## config.mk

```make
export PLATFORM = sky130hd
export DESIGN_NAME = jpeg_marker_segment_parser
export DESIGN_NICKNAME = d
export VERILOG_FILES = /design/src/hdl/jmsp_pkg.sv /design/src/hdl/jpeg_marker_segment_parser.sv /design/src/hdl/jmsp_parser.sv /design/src/hdl/jmsp_out_buf.sv
export SDC_FILE = /design/constraint.sdc
export NUM_CORES = 1
export LEC_CHECK = 0
export BUFFER_PORTS_ARGS = -buffer_cell sky130_fd_sc_hd__buf_2
export CAP_MARGIN = 20
export CORE_MARGIN = 1
export CORE_UTILIZATION = 52
export CTS_CLUSTER_SIZE = 40
export DETAILED_ROUTE_END_ITERATION = 8
export GPL_TIMING_DRIVEN = 0
export PLACE_DENSITY = 0.7
export SLEW_MARGIN = 15
export SYNTH_ARGS = -nofsm -noshare
export SYNTH_HDL_FRONTEND = slang
export SYNTH_SLANG_ARGS = --single-unit
```

## constraint.sdc

```tcl
create_clock -name clk -period 6.35 [get_ports clk]
set_input_delay 0.9525 -clock clk [delete_from_list [all_inputs] [get_ports clk]]
set_output_delay 0.9525 -clock clk [all_outputs]
set_load 0.01 [all_outputs]
```

## src/hdl/jmsp_pkg.sv

```systemverilog
// Package for the JPEG marker segment parser.
// Holds marker codes, parse phases, status codes and the result record.
// No dependencies.
package jmsp_pkg;

	localparam logic [7:0] MarkerPrefix = 8'hFF;
	localparam logic [7:0] MarkerSoi    = 8'hD8;
	localparam logic [7:0] MarkerEoi    = 8'hD9;
	localparam logic [7:0] MarkerSos    = 8'hDA;
	localparam logic [7:0] MarkerDht    = 8'hC4;
	localparam logic [3:0] SofNibble    = 4'hC;

	typedef enum logic [2:0] {
		PH_PREFIX  = 3'd0,
		PH_CODE    = 3'd1,
		PH_LEN_HI  = 3'd2,
		PH_LEN_LO  = 3'd3,
		PH_PAYLOAD = 3'd4,
		PH_SCAN    = 3'd5
	} jmsp_phase_t;

	typedef enum logic [2:0] {
		ST_EOI     = 3'd0,
		ST_TRUNC   = 3'd1,
		ST_NO_FF   = 3'd2,
		ST_ZERO_H  = 3'd3,
		ST_BAD_LEN = 3'd4
	} jmsp_status_t;

	typedef struct packed {
		logic         parse_ok;
		logic [15:0]  image_width;
		logic [15:0]  image_height;
		jmsp_status_t status;
	} jmsp_result_t;

endpackage

```

## src/hdl/jpeg_marker_segment_parser.sv

```systemverilog
// Top level of the JPEG marker segment parser.
// Instantiates jmsp_parser and jmsp_out_buf; depends on jmsp_pkg.
//
// Usage:
//   Input channel: one stream byte per transaction on data_byte, with
//   last_byte high on the final byte of a stream. A transaction completes
//   on a rising edge with in_valid high and in_stall low.
//   Output channel: one result per stream (parse_ok, image_width,
//   image_height, status), a transaction on out_valid high and out_stall low.
//   Throughput: one byte per cycle while in_stall is low; the marker state
//   machine takes each byte as it comes and has no internal loop.
//   A result, set by the byte that settles it (EOI, error, or the last byte
//   of a truncated stream), is registered into the buffer for out_valid.
//   Stall: results go into a two-entry buffer. While the receiver stalls,
//   bytes keep being taken; in_stall rises only once both entries hold a
//   result, and falls when the receiver takes one.
//   Reset: arst_n clears the parser to the marker-prefix phase with zero
//   width and height, and empties the result buffer. The byte that carries
//   last_byte also returns the parser to that state for the next stream.
module jpeg_marker_segment_parser (
	input  logic        clk,
	input  logic        arst_n,
	input  logic        in_valid,
	output logic        in_stall,
	input  logic [7:0]  data_byte,
	input  logic        last_byte,
	output logic        out_valid,
	input  logic        out_stall,
	output logic        parse_ok,
	output logic [15:0] image_width,
	output logic [15:0] image_height,
	output logic [2:0]  status
);
	import jmsp_pkg::*;

	logic         accept;
	logic         res_valid;
	logic         buf_full;
	jmsp_result_t res;
	jmsp_result_t out_res;

	// take a byte whenever the buffer has room for a possible result
	assign in_stall = buf_full;
	assign accept   = in_valid && !buf_full;

	jmsp_parser u_parser (
		.clk       (clk),
		.arst_n    (arst_n),
		.accept    (accept),
		.data_byte (data_byte),
		.last_byte (last_byte),
		.res_valid (res_valid),
		.res       (res)
	);

	jmsp_out_buf u_out_buf (
		.clk       (clk),
		.arst_n    (arst_n),
		.push      (res_valid),
		.push_data (res),
		.full      (buf_full),
		.out_valid (out_valid),
		.out_stall (out_stall),
		.out_data  (out_res)
	);

	// unpack the held result onto the output ports
	assign parse_ok     = out_res.parse_ok;
	assign image_width  = out_res.image_width;
	assign image_height = out_res.image_height;
	assign status       = 3'(out_res.status);

endmodule

```

## src/hdl/jmsp_parser.sv

```systemverilog
// Byte-wide marker segment state machine of the JPEG marker segment parser.
// One byte per cycle while accept is high; emits at most one result per accepted byte.
// Depends on jmsp_pkg.
module jmsp_parser (
	input  logic                  clk,
	input  logic                  arst_n,
	input  logic                  accept,
	input  logic [7:0]            data_byte,
	input  logic                  last_byte,
	output logic                  res_valid,
	output jmsp_pkg::jmsp_result_t res
);
	import jmsp_pkg::*;

	jmsp_phase_t phase_q, phase_n;
	logic [15:0] seg_rem_q, seg_rem_n;
	logic [2:0]  seg_off_q, seg_off_n;
	logic        in_sof_q, in_sof_n;
	logic        prev_ff_q, prev_ff_n;
	logic [15:0] width_q, width_n;
	logic [15:0] height_q, height_n;
	logic        done_q, done_n;
	logic [7:0]  hold_q, hold_n;
	logic [15:0] seg_len;
	logic        have;
	jmsp_status_t st;

	always_ff @(posedge clk or negedge arst_n) begin
		if (!arst_n) begin
			phase_q   <= PH_PREFIX;
			seg_rem_q <= '0;
			seg_off_q <= '0;
			in_sof_q  <= 1'b0;
			prev_ff_q <= 1'b0;
			width_q   <= '0;
			height_q  <= '0;
			done_q    <= 1'b0;
			hold_q    <= '0;
		end else if (accept) begin
			phase_q   <= phase_n;
			seg_rem_q <= seg_rem_n;
			seg_off_q <= seg_off_n;
			in_sof_q  <= in_sof_n;
			prev_ff_q <= prev_ff_n;
			width_q   <= width_n;
			height_q  <= height_n;
			done_q    <= done_n;
			hold_q    <= hold_n;
		end
	end

	assign seg_len = {seg_rem_q[7:0], data_byte};

	always_comb begin
		phase_n   = phase_q;
		seg_rem_n = seg_rem_q;
		seg_off_n = seg_off_q;
		in_sof_n  = in_sof_q;
		prev_ff_n = prev_ff_q;
		width_n   = width_q;
		height_n  = height_q;
		done_n    = done_q;
		hold_n    = hold_q;
		have      = 1'b0;
		st        = ST_TRUNC;

		if (!done_q) begin
			case (phase_q)
				PH_PREFIX: begin
					if (data_byte == MarkerPrefix) begin
						phase_n = PH_CODE;
					end else begin
						have = 1'b1;
						st   = ST_NO_FF;
					end
				end
				PH_CODE: begin
					if (data_byte == MarkerPrefix) begin
						phase_n = PH_CODE;
					end else if (data_byte == MarkerSoi) begin
						phase_n = PH_PREFIX;
					end else if (data_byte == MarkerEoi) begin
						have = 1'b1;
						st   = ST_EOI;
					end else if (data_byte == MarkerSos) begin
						phase_n   = PH_SCAN;
						prev_ff_n = 1'b0;
					end else begin
						in_sof_n = (data_byte[7:4] == SofNibble) && (data_byte != MarkerDht);
						phase_n  = PH_LEN_HI;
					end
				end
				PH_LEN_HI: begin
					seg_rem_n = {8'd0, data_byte};
					phase_n   = PH_LEN_LO;
				end
				PH_LEN_LO: begin
					if (seg_len < 16'd2 || (in_sof_q && seg_len < 16'd7)) begin
						have = 1'b1;
						st   = ST_BAD_LEN;
					end else begin
						seg_rem_n = seg_len - 16'd2;
						seg_off_n = 3'd2;
						phase_n   = (seg_rem_n != 16'd0) ? PH_PAYLOAD : PH_PREFIX;
					end
				end
				PH_PAYLOAD: begin
					if (in_sof_q) begin
						if (seg_off_q inside {3'd3, 3'd5}) begin
							hold_n = data_byte;
						end else if (seg_off_q == 3'd4) begin
							height_n = {hold_q, data_byte};
						end else if (seg_off_q == 3'd6) begin
							width_n = {hold_q, data_byte};
							if (height_q == 16'd0) begin
								have = 1'b1;
								st   = ST_ZERO_H;
							end
						end
					end
					if (seg_off_q != 3'd7) begin
						seg_off_n = seg_off_q + 3'd1;
					end
					seg_rem_n = seg_rem_q - 16'd1;
					if (seg_rem_n == 16'd0) begin
						phase_n = PH_PREFIX;
					end
				end
				PH_SCAN: begin
					if (prev_ff_q && data_byte == MarkerEoi) begin
						have = 1'b1;
						st   = ST_EOI;
					end
					prev_ff_n = (data_byte == MarkerPrefix);
				end
				default: begin
					phase_n = PH_PREFIX;
				end
			endcase

			if (!have && last_byte) begin
				have = 1'b1;
				st   = ST_TRUNC;
			end
			if (have) begin
				done_n = 1'b1;
			end
		end

		res.parse_ok     = (st == ST_EOI);
		res.image_width  = width_n;
		res.image_height = height_n;
		res.status       = st;
		res_valid        = accept && have;

		// end of stream: back to reset state for the next one
		if (last_byte) begin
			phase_n   = PH_PREFIX;
			seg_rem_n = '0;
			seg_off_n = '0;
			in_sof_n  = 1'b0;
			prev_ff_n = 1'b0;
			width_n   = '0;
			height_n  = '0;
			done_n    = 1'b0;
			hold_n    = '0;
		end
	end

endmodule

```

## src/hdl/jmsp_out_buf.sv

```systemverilog
// Two-entry result buffer (output register plus skid entry).
// Keeps the input side free while a result waits on a stalled receiver.
// Depends on jmsp_pkg.
module jmsp_out_buf (
	input  logic                   clk,
	input  logic                   arst_n,
	input  logic                   push,
	input  jmsp_pkg::jmsp_result_t push_data,
	output logic                   full,
	output logic                   out_valid,
	input  logic                   out_stall,
	output jmsp_pkg::jmsp_result_t out_data
);
	import jmsp_pkg::*;

	logic         main_valid_q, skid_valid_q;
	jmsp_result_t main_q, skid_q;
	logic         pop;

	assign pop       = main_valid_q && !out_stall;
	assign out_valid = main_valid_q;
	assign out_data  = main_q;
	assign full      = skid_valid_q;

	always_ff @(posedge clk or negedge arst_n) begin
		if (!arst_n) begin
			main_valid_q <= 1'b0;
			skid_valid_q <= 1'b0;
		end else if (skid_valid_q) begin
			if (pop) begin
				skid_valid_q <= 1'b0;
			end
		end else if (push) begin
			if (main_valid_q && !pop) begin
				skid_valid_q <= 1'b1;
			end else begin
				main_valid_q <= 1'b1;
			end
		end else if (pop) begin
			main_valid_q <= 1'b0;
		end
	end

	always_ff @(posedge clk) begin
		if (skid_valid_q) begin
			if (pop) begin
				main_q <= skid_q;
			end
		end else if (push) begin
			if (main_valid_q && !pop) begin
				skid_q <= push_data;
			end else begin
				main_q <= push_data;
			end
		end
	end

	a_skid_needs_main: assert property (@(posedge clk) disable iff (!arst_n)
		skid_valid_q |-> main_valid_q)
		else $error("skid entry held without output entry");

	a_skid_only_on_stall: assert property (@(posedge clk) disable iff (!arst_n)
		$rose(skid_valid_q) |-> $past(main_valid_q && out_stall && push))
		else $error("skid entry filled without a stalled output");

	a_no_push_when_full: assert property (@(posedge clk) disable iff (!arst_n)
		skid_valid_q |-> !push)
		else $error("result pushed into full buffer");

endmodule
```

# == Word-level counts from Yosys, hierarchy flattened ==
# Cells that the tools add are included.
# totals
reg_bits,139
latchBits,0
ram_bits,0
romBits,0
input_bits,13
out_inout_bits,38
word_cells,192
memories,0
# op_classes
add_sub_neg,3
n_mul,0
div,0
n_lt_le_gt_ge,2
eq_ne,34
shift,0
mux,96
bitwise,1
reduce_logical,37
# op_table
cell,count
$mux W16,16
$mux W36,4
$mux W3,23
$pmux W16 S3,1
$mux W1,40
$mux W8,5
$eq A8 B8 Y1 const B,4
$logic_not A16 Y1,2
$reduce_and A7 Y1,3
$pmux W3 S6,1
$lt A16 B2 Y1 const B,1
$lt A16 B3 Y1 const B,1
$ne A2 B2 Y1 const B,8
$reduce_bool A16 Y1,1
$sub A16 B1 Y16 const B,1
$sub A16 B2 Y16 const B,1
$eq A3 B3 Y1 const B,5
$ne A3 B3 Y1 const B,5
$pmux W3 S5,1
$reduce_bool A2 Y1,7
$ne A3 B2 Y1 const B,4
$reduce_and A5 Y1,2
$eq A3 B2 Y1 const B,3
$reduce_and A3 Y1,3
other kinds (18),31

# == Longest topological paths before layout ==
# depth
ltp_word,16
mapped_depth,10
depth_no_buf,8

# == By module ==
# From an unflattened synthesis, not the netlist that was laid out.
# unflattened
hier_cells,614
hier_area_um2,7150.6
# modules_own_cells
module,n_inst,cells_per_inst,area_each_um2
jmsp_parser,1,489,4419.2
jmsp_out_buf,1,124,2717.6
jpeg_marker_segment_parser,1,1,13.8

# == Worst setup path after synthesis ==
# No wires, ideal clock.
# synth_timing
path_type,input to register
from,input port data_byte[7]
to,register u_out_buf.main_q (netlist bit u_out_buf.out_data[0]) (enable)
arrival_time_ps,4048
required_time_ps,5911
slack_ps,1862
cell_stages,7
path_cell_list,buf_2 > nor4_1 > and4b_1 > nor2_1 > o311ai_1 > o21ai_0 > a21boi_1
# synth_between
elab_chain_cells,14
# synth_rtl
element,line,source
"start, declared",jpeg_marker_segment_parser.sv:25,"input logic [7:0] data_byte,"
$lt A16 B3 Y1 or $eq A8 B8 Y1 (tied branches),"jmsp_parser.sv:98, jmsp_parser.sv:82, jmsp_parser.sv:130",
$logic_and A1 B1 Y1 or $mux W1 (tied branches),"jmsp_parser.sv:98, jmsp_parser.sv:82",
$logic_or A1 B1 Y1 or $mux W1 (tied branches),"jmsp_parser.sv:98, jmsp_parser.sv:80",
"$mux W1, on equally long branches","jmsp_parser.sv:98, jmsp_parser.sv:78",
$pmux W1 S5 *,jmsp_parser.sv:68,case (phase_q)
$mux W1 *,jmsp_parser.sv:67,if (!done_q) begin
$logic_not A1 Y1,jmsp_parser.sv:141,if (!have && last_byte) begin
$logic_and A1 B1 Y1,jmsp_parser.sv:141,
$mux W1 *,jmsp_parser.sv:141,
$mux W1 * (2 in series),jmsp_parser.sv:67,
$logic_and A1 B1 Y1 *,jmsp_parser.sv:154,res_valid = accept && have;
$reduce_bool A2 Y1 (no line) *,--,
$reduce_and A3 Y1 (no line) *,--,
"end signal, assigned",jmsp_out_buf.sv:47,main_q <= skid_q;
"end signal, assigned",jmsp_out_buf.sv:53,main_q <= push_data;
"end, declared",jmsp_out_buf.sv:17,"jmsp_result_t main_q, skid_q;"
# Mark *: on every way between the ends. The rest lies on a longest branch, timed or not. The select of a mux whose other input is x is not followed.
# A chain may end at the register's enable or synchronous reset.

# == Worst setup path after layout ==
# layout_timing
from,register u_parser.seg_rem_q[0]
to,register u_out_buf.main_q (netlist bit u_out_buf.out_data[35]) (enable)
# layout_between
elab_chain_cells,14
# layout_rtl
element,line,source
"start, declared",jmsp_parser.sv:16,"logic [15:0] seg_rem_q, seg_rem_n;"
"start signal, assigned",jmsp_parser.sv:41,seg_rem_q <= seg_rem_n;
$lt A16 B3 Y1,jmsp_parser.sv:98,if (seg_len < 16'd2 || (in_sof_q && seg_len < 16'd7)) begin
$logic_and A1 B1 Y1,jmsp_parser.sv:98,
$logic_or A1 B1 Y1 *,jmsp_parser.sv:98,
$mux W1 *,jmsp_parser.sv:98,
$pmux W1 S5 *,jmsp_parser.sv:68,
$mux W1 *,jmsp_parser.sv:67,
$logic_not A1 Y1,jmsp_parser.sv:141,
$logic_and A1 B1 Y1,jmsp_parser.sv:141,
$mux W1 *,jmsp_parser.sv:141,
$mux W1 * (2 in series),jmsp_parser.sv:67,
$logic_and A1 B1 Y1 *,jmsp_parser.sv:154,
$reduce_bool A2 Y1 (no line) *,--,
$reduce_and A3 Y1 (no line) *,--,
# Marked as above.

==> out/metrics.yaml <==
setup_path:
  r2r_slack_ns: 2.76
  crit_end: "u_out_buf.out_data[35]$_DFFE_PP_"
  critPathLaunch: "u_parser.seg_rem_q[0]$_DFFE_PN0P_"
  start_kind: "flip-flop"
  r2r-end: "u_out_buf.out_data[35]$_DFFE_PP_"
  crit_type: "reg -> reg"
  crit_fanout: 26
  cp.required_ns: 6.48
  crit_arrival_ns: 3.72
  r2r_start: "u_parser.seg_rem_q[0]$_DFFE_PN0P_"
  cp-end-kind: "flip-flop"
  r2r.worst_path.cells: 8
drt:
  drtAntennaViolNets: 0
  wl_um: 17390
  via_count: 5227
  first_pass_iters: 5
  via_per_inst: 6.223
  routedWlPerCell_um: 20.71
  drt_iter0_drc: 410
  drc: 0
synthesis:
  netlist_top_cells_area: "edfxtp_1 (31%), dfrtp_1 (24%), mux2_2 (11%), a22o_1 (5.3%), o21ai_0 (2.5%)"
  ys_async_sr_fraction_pct: 48.20
  synth_edf_count: 72
  synth_area_um2: 6994
  synth-main-ff-cell: "edfxtp_1"
  avgSynthCellArea_um2: 12.08
  synth_top_area_share_pct: 30.91
  seq_area_frac_synth_pct: 54.88
  ys_ff_latch: 139
  yosysUniqueCellTypes: 67
  synth_nets: 601
  synth_top_area_cell: "edfxtp_1"
  yosys_warnings: 0
  netlist_instances: 579
floorplan:
  fp.coreArea_um2: 13190
  die_x_um: 118.0
  io_pins: 51
  die_area_um2: 13920
  rows: 42
  die-height_um: 118.0
  initial_core_util_pct: 53.03
grt:
  antenna_found_initial: 0
  grt_pass1_wl_um: 28280
  grt_pass1_vias: 5146
  grt_util_all_layers_pct: 26.58
  gr-total-overflow: 0
  grt_max_degree: 39
sta:
  finClkSkew_ns: 0.008206
  fin_crit_sh_pct: 56.55
  hold_viol_final: 0
  fmax_ghz: 0.2785
  rsz0062_at_grt: "false"
  fin_ws_ns: 2.759
  slew_headroom_pct: 40.37
  worstMarginPinSlew_ns: 0.8863
  setup_viol_count_final: 0
  fin_crit_ns: 3.591
  drv_slew: 0
  setup_tns_ns: 0
clock_network:
  post-cts-setup-buffer-count: 0
  cts_buffers: 17
  hold_buffers: 0
  path_clk_slew_ns: 0.06
  cts_tree: "built"
  cts_resized: 0
  insertion_delay_ns: 0.44
  root_buffer: "clkbuf_16"
  h-tree-depth: 4
  clock_sinks: 139
  clockBufferDepth: 2
pwr:
  vdd_drop_max_mv: 0.1848
  p_leak_uw: 0.003328
  power_density_nw_per_um2: 422.4
place:
  post-place-ws_ns: 2.391
  dp_hpwl_um: 12150
  gp_congestion: 0.9744
  io_buffer_count: 50
status:
  status: "finished, final reports clean"
finish:
  layout-drive-gt1-share_pct: 27.71
  areaGrowthSynthToFinish_pct: 15.89
  final_nets: 673
  n_antenna_cell: 0
hold_path:
  hold_class: "in -> async"
flow_run:
  max_cap_violations: 0
-- cell usage after synthesis (9+ instances only) --
library cell and instances:
xnor2_1 12, buf_2 14, a22o_1 42, nand2_1 30, clkbuf_1 22, nor2_1 29
ha_1 9, dfrtp_1 67, mux2_2 70, inv_1 11, nor3_1 10, nor4_1 14
a21oi_1 20, nand3_1 9, o21ai_0 35, edfxtp_1 72
-- cells in the final DEF, fill, tap and decap left out, types with 4 or more instances in the layout --
cell       Yosys  final
mux2_2        70     70
nor2b_1        6      6
clkbuf_1      22     23
buf_2         14     63
a31oi_1        6      6
nor4_1        14     14
nand2b_1       4      4
edfxtp_1      72     72
nand4_1        5      5
nor3b_1        5      5
or4_1          4      4
a21oi_1       20     20
xnor2_1       12     12
mux2i_1        4      4
clkinv_2       0      4
dfrtp_1       67     67
o21ai_0       35     35
a32oi_1        5      5
nor3_1        10     10
nand2_1       30     30
a21o_1         4      4
nor2_1        29     28
a22o_1        42     42
inv_1         11     11
clkbuf_16      0     17
ha_1           9      9
o31ai_1        4      4
nand3_1        9      9
-- worst max-delay path, cell delays in order (launching register included) --
cell	delay [ns]
dfrtp_1	0.47
inv_1	0.17
ha_1	0.31
nor3b_2	0.43
nand2_1	0.22
o311ai_1	0.44
o21ai_0	0.40
a21boi_4	0.57
buf_16	0.24
-- per-layer routing --
layer | global-route usage, % | routed length (µm) | vias up
met5 | 0 | 0 | -
met3 | 6.008 | 1081 | 29
met2 | 39.26 | 7874 | 220
met1 | 38.46 | 8105 | 2597
li1 | - | - | 2381
met4 | 9.375 | 333 | 0
-- area by class of cell --
cell class | count | area, µm²
inverter | 12 | 45.04
sequential | 139 | 3839
multi-input combinational | 390 | 2962
fill | 1078 | 5085
clock buffer | 18 | 429.2
tap | 176 | 220.2
buffer | 38 | 167.7
timing repair buffer | 53 | 320.3
clock inverter | 14 | 122.6
-- report_power, final --
group | internal, µW | switching [µW] | total [µW]
Clock | 538 | 396 | 933
Sequential | 1140 | 89.7 | 1230
Combinational | 461 | 799 | 1260
Total | 2140 | 1280 | 3420
-- cells by family after synthesis --
kind of cell / Yosys count / synth area share [%]
compound gates: 152 / 15.51
simple gates: 141 / 11.36
flops: 139 / 54.88
mux: 74 / 11.84
buf+inv: 50 / 3.041
xor+xnor: 14 / 1.753
fa+ha+maj: 9 / 1.610
-- how the worst min path moves through the flow --
stage                                     startpoint                                end  slack, ns  cells after the start
global route                                  arst_n  u_parser.seg_rem_q[5]$_DFFE_PN0P_       0.48                      1
global placement     u_parser.width_q[2]$_DFFE_PN0P_    u_parser.width_q[2]$_DFFE_PN0P_       0.48                      1
floorplan           u_parser.width_q[10]$_DFFE_PN0P_   u_parser.width_q[10]$_DFFE_PN0P_       0.46                      1
finish                                        arst_n  u_parser.seg_rem_q[5]$_DFFE_PN0P_       0.45                      1
detailed placement   u_parser.width_q[4]$_DFFE_PN0P_    u_parser.width_q[4]$_DFFE_PN0P_       0.48                      1
CTS                                           arst_n  u_parser.seg_rem_q[5]$_DFFE_PN0P_       0.46                      1
-- flip-flops by register name, summed over array words and instances (netlist names) --
register,count
u_parser.done_q,1
u_parser.height_q,16
u_out_buf.full,1
u_out_buf.out_data,36
u_parser.width_q,16
u_parser.phase_q,3
u_parser.in_sof_q,1
u_parser.seg_off_q,3
u_out_buf.skid_q,36
u_parser.hold_q,8
u_parser.seg_rem_q,16
u_parser.prev_ff_q,1
u_out_buf.out_valid,1
-- metrics by stage --
| stage | hold slack (ns) | instance area (µm²) | total power, µW | cells | utilization, % |
|---|---|---|---|---|---|
| finish | 0.4516 | 8105 | 3424 | 840 | 61.45 |
| global route | 0.4776 | 8105 | 3598 | 840 | 61.45 |
| CTS | 0.4629 | 8105 | 3415 | 840 | 61.45 |
| detailed placement | 0.4819 | 7553 | 2481 | 808 | 57.27 |
| global placement | 0.4813 | 7465 | 2437 | 805 | 56.59 |
| floorplan | 0.4620 | 6994 | 2088 | 579 | - |
No activity file was read; power rests on OpenSTA's default activity.
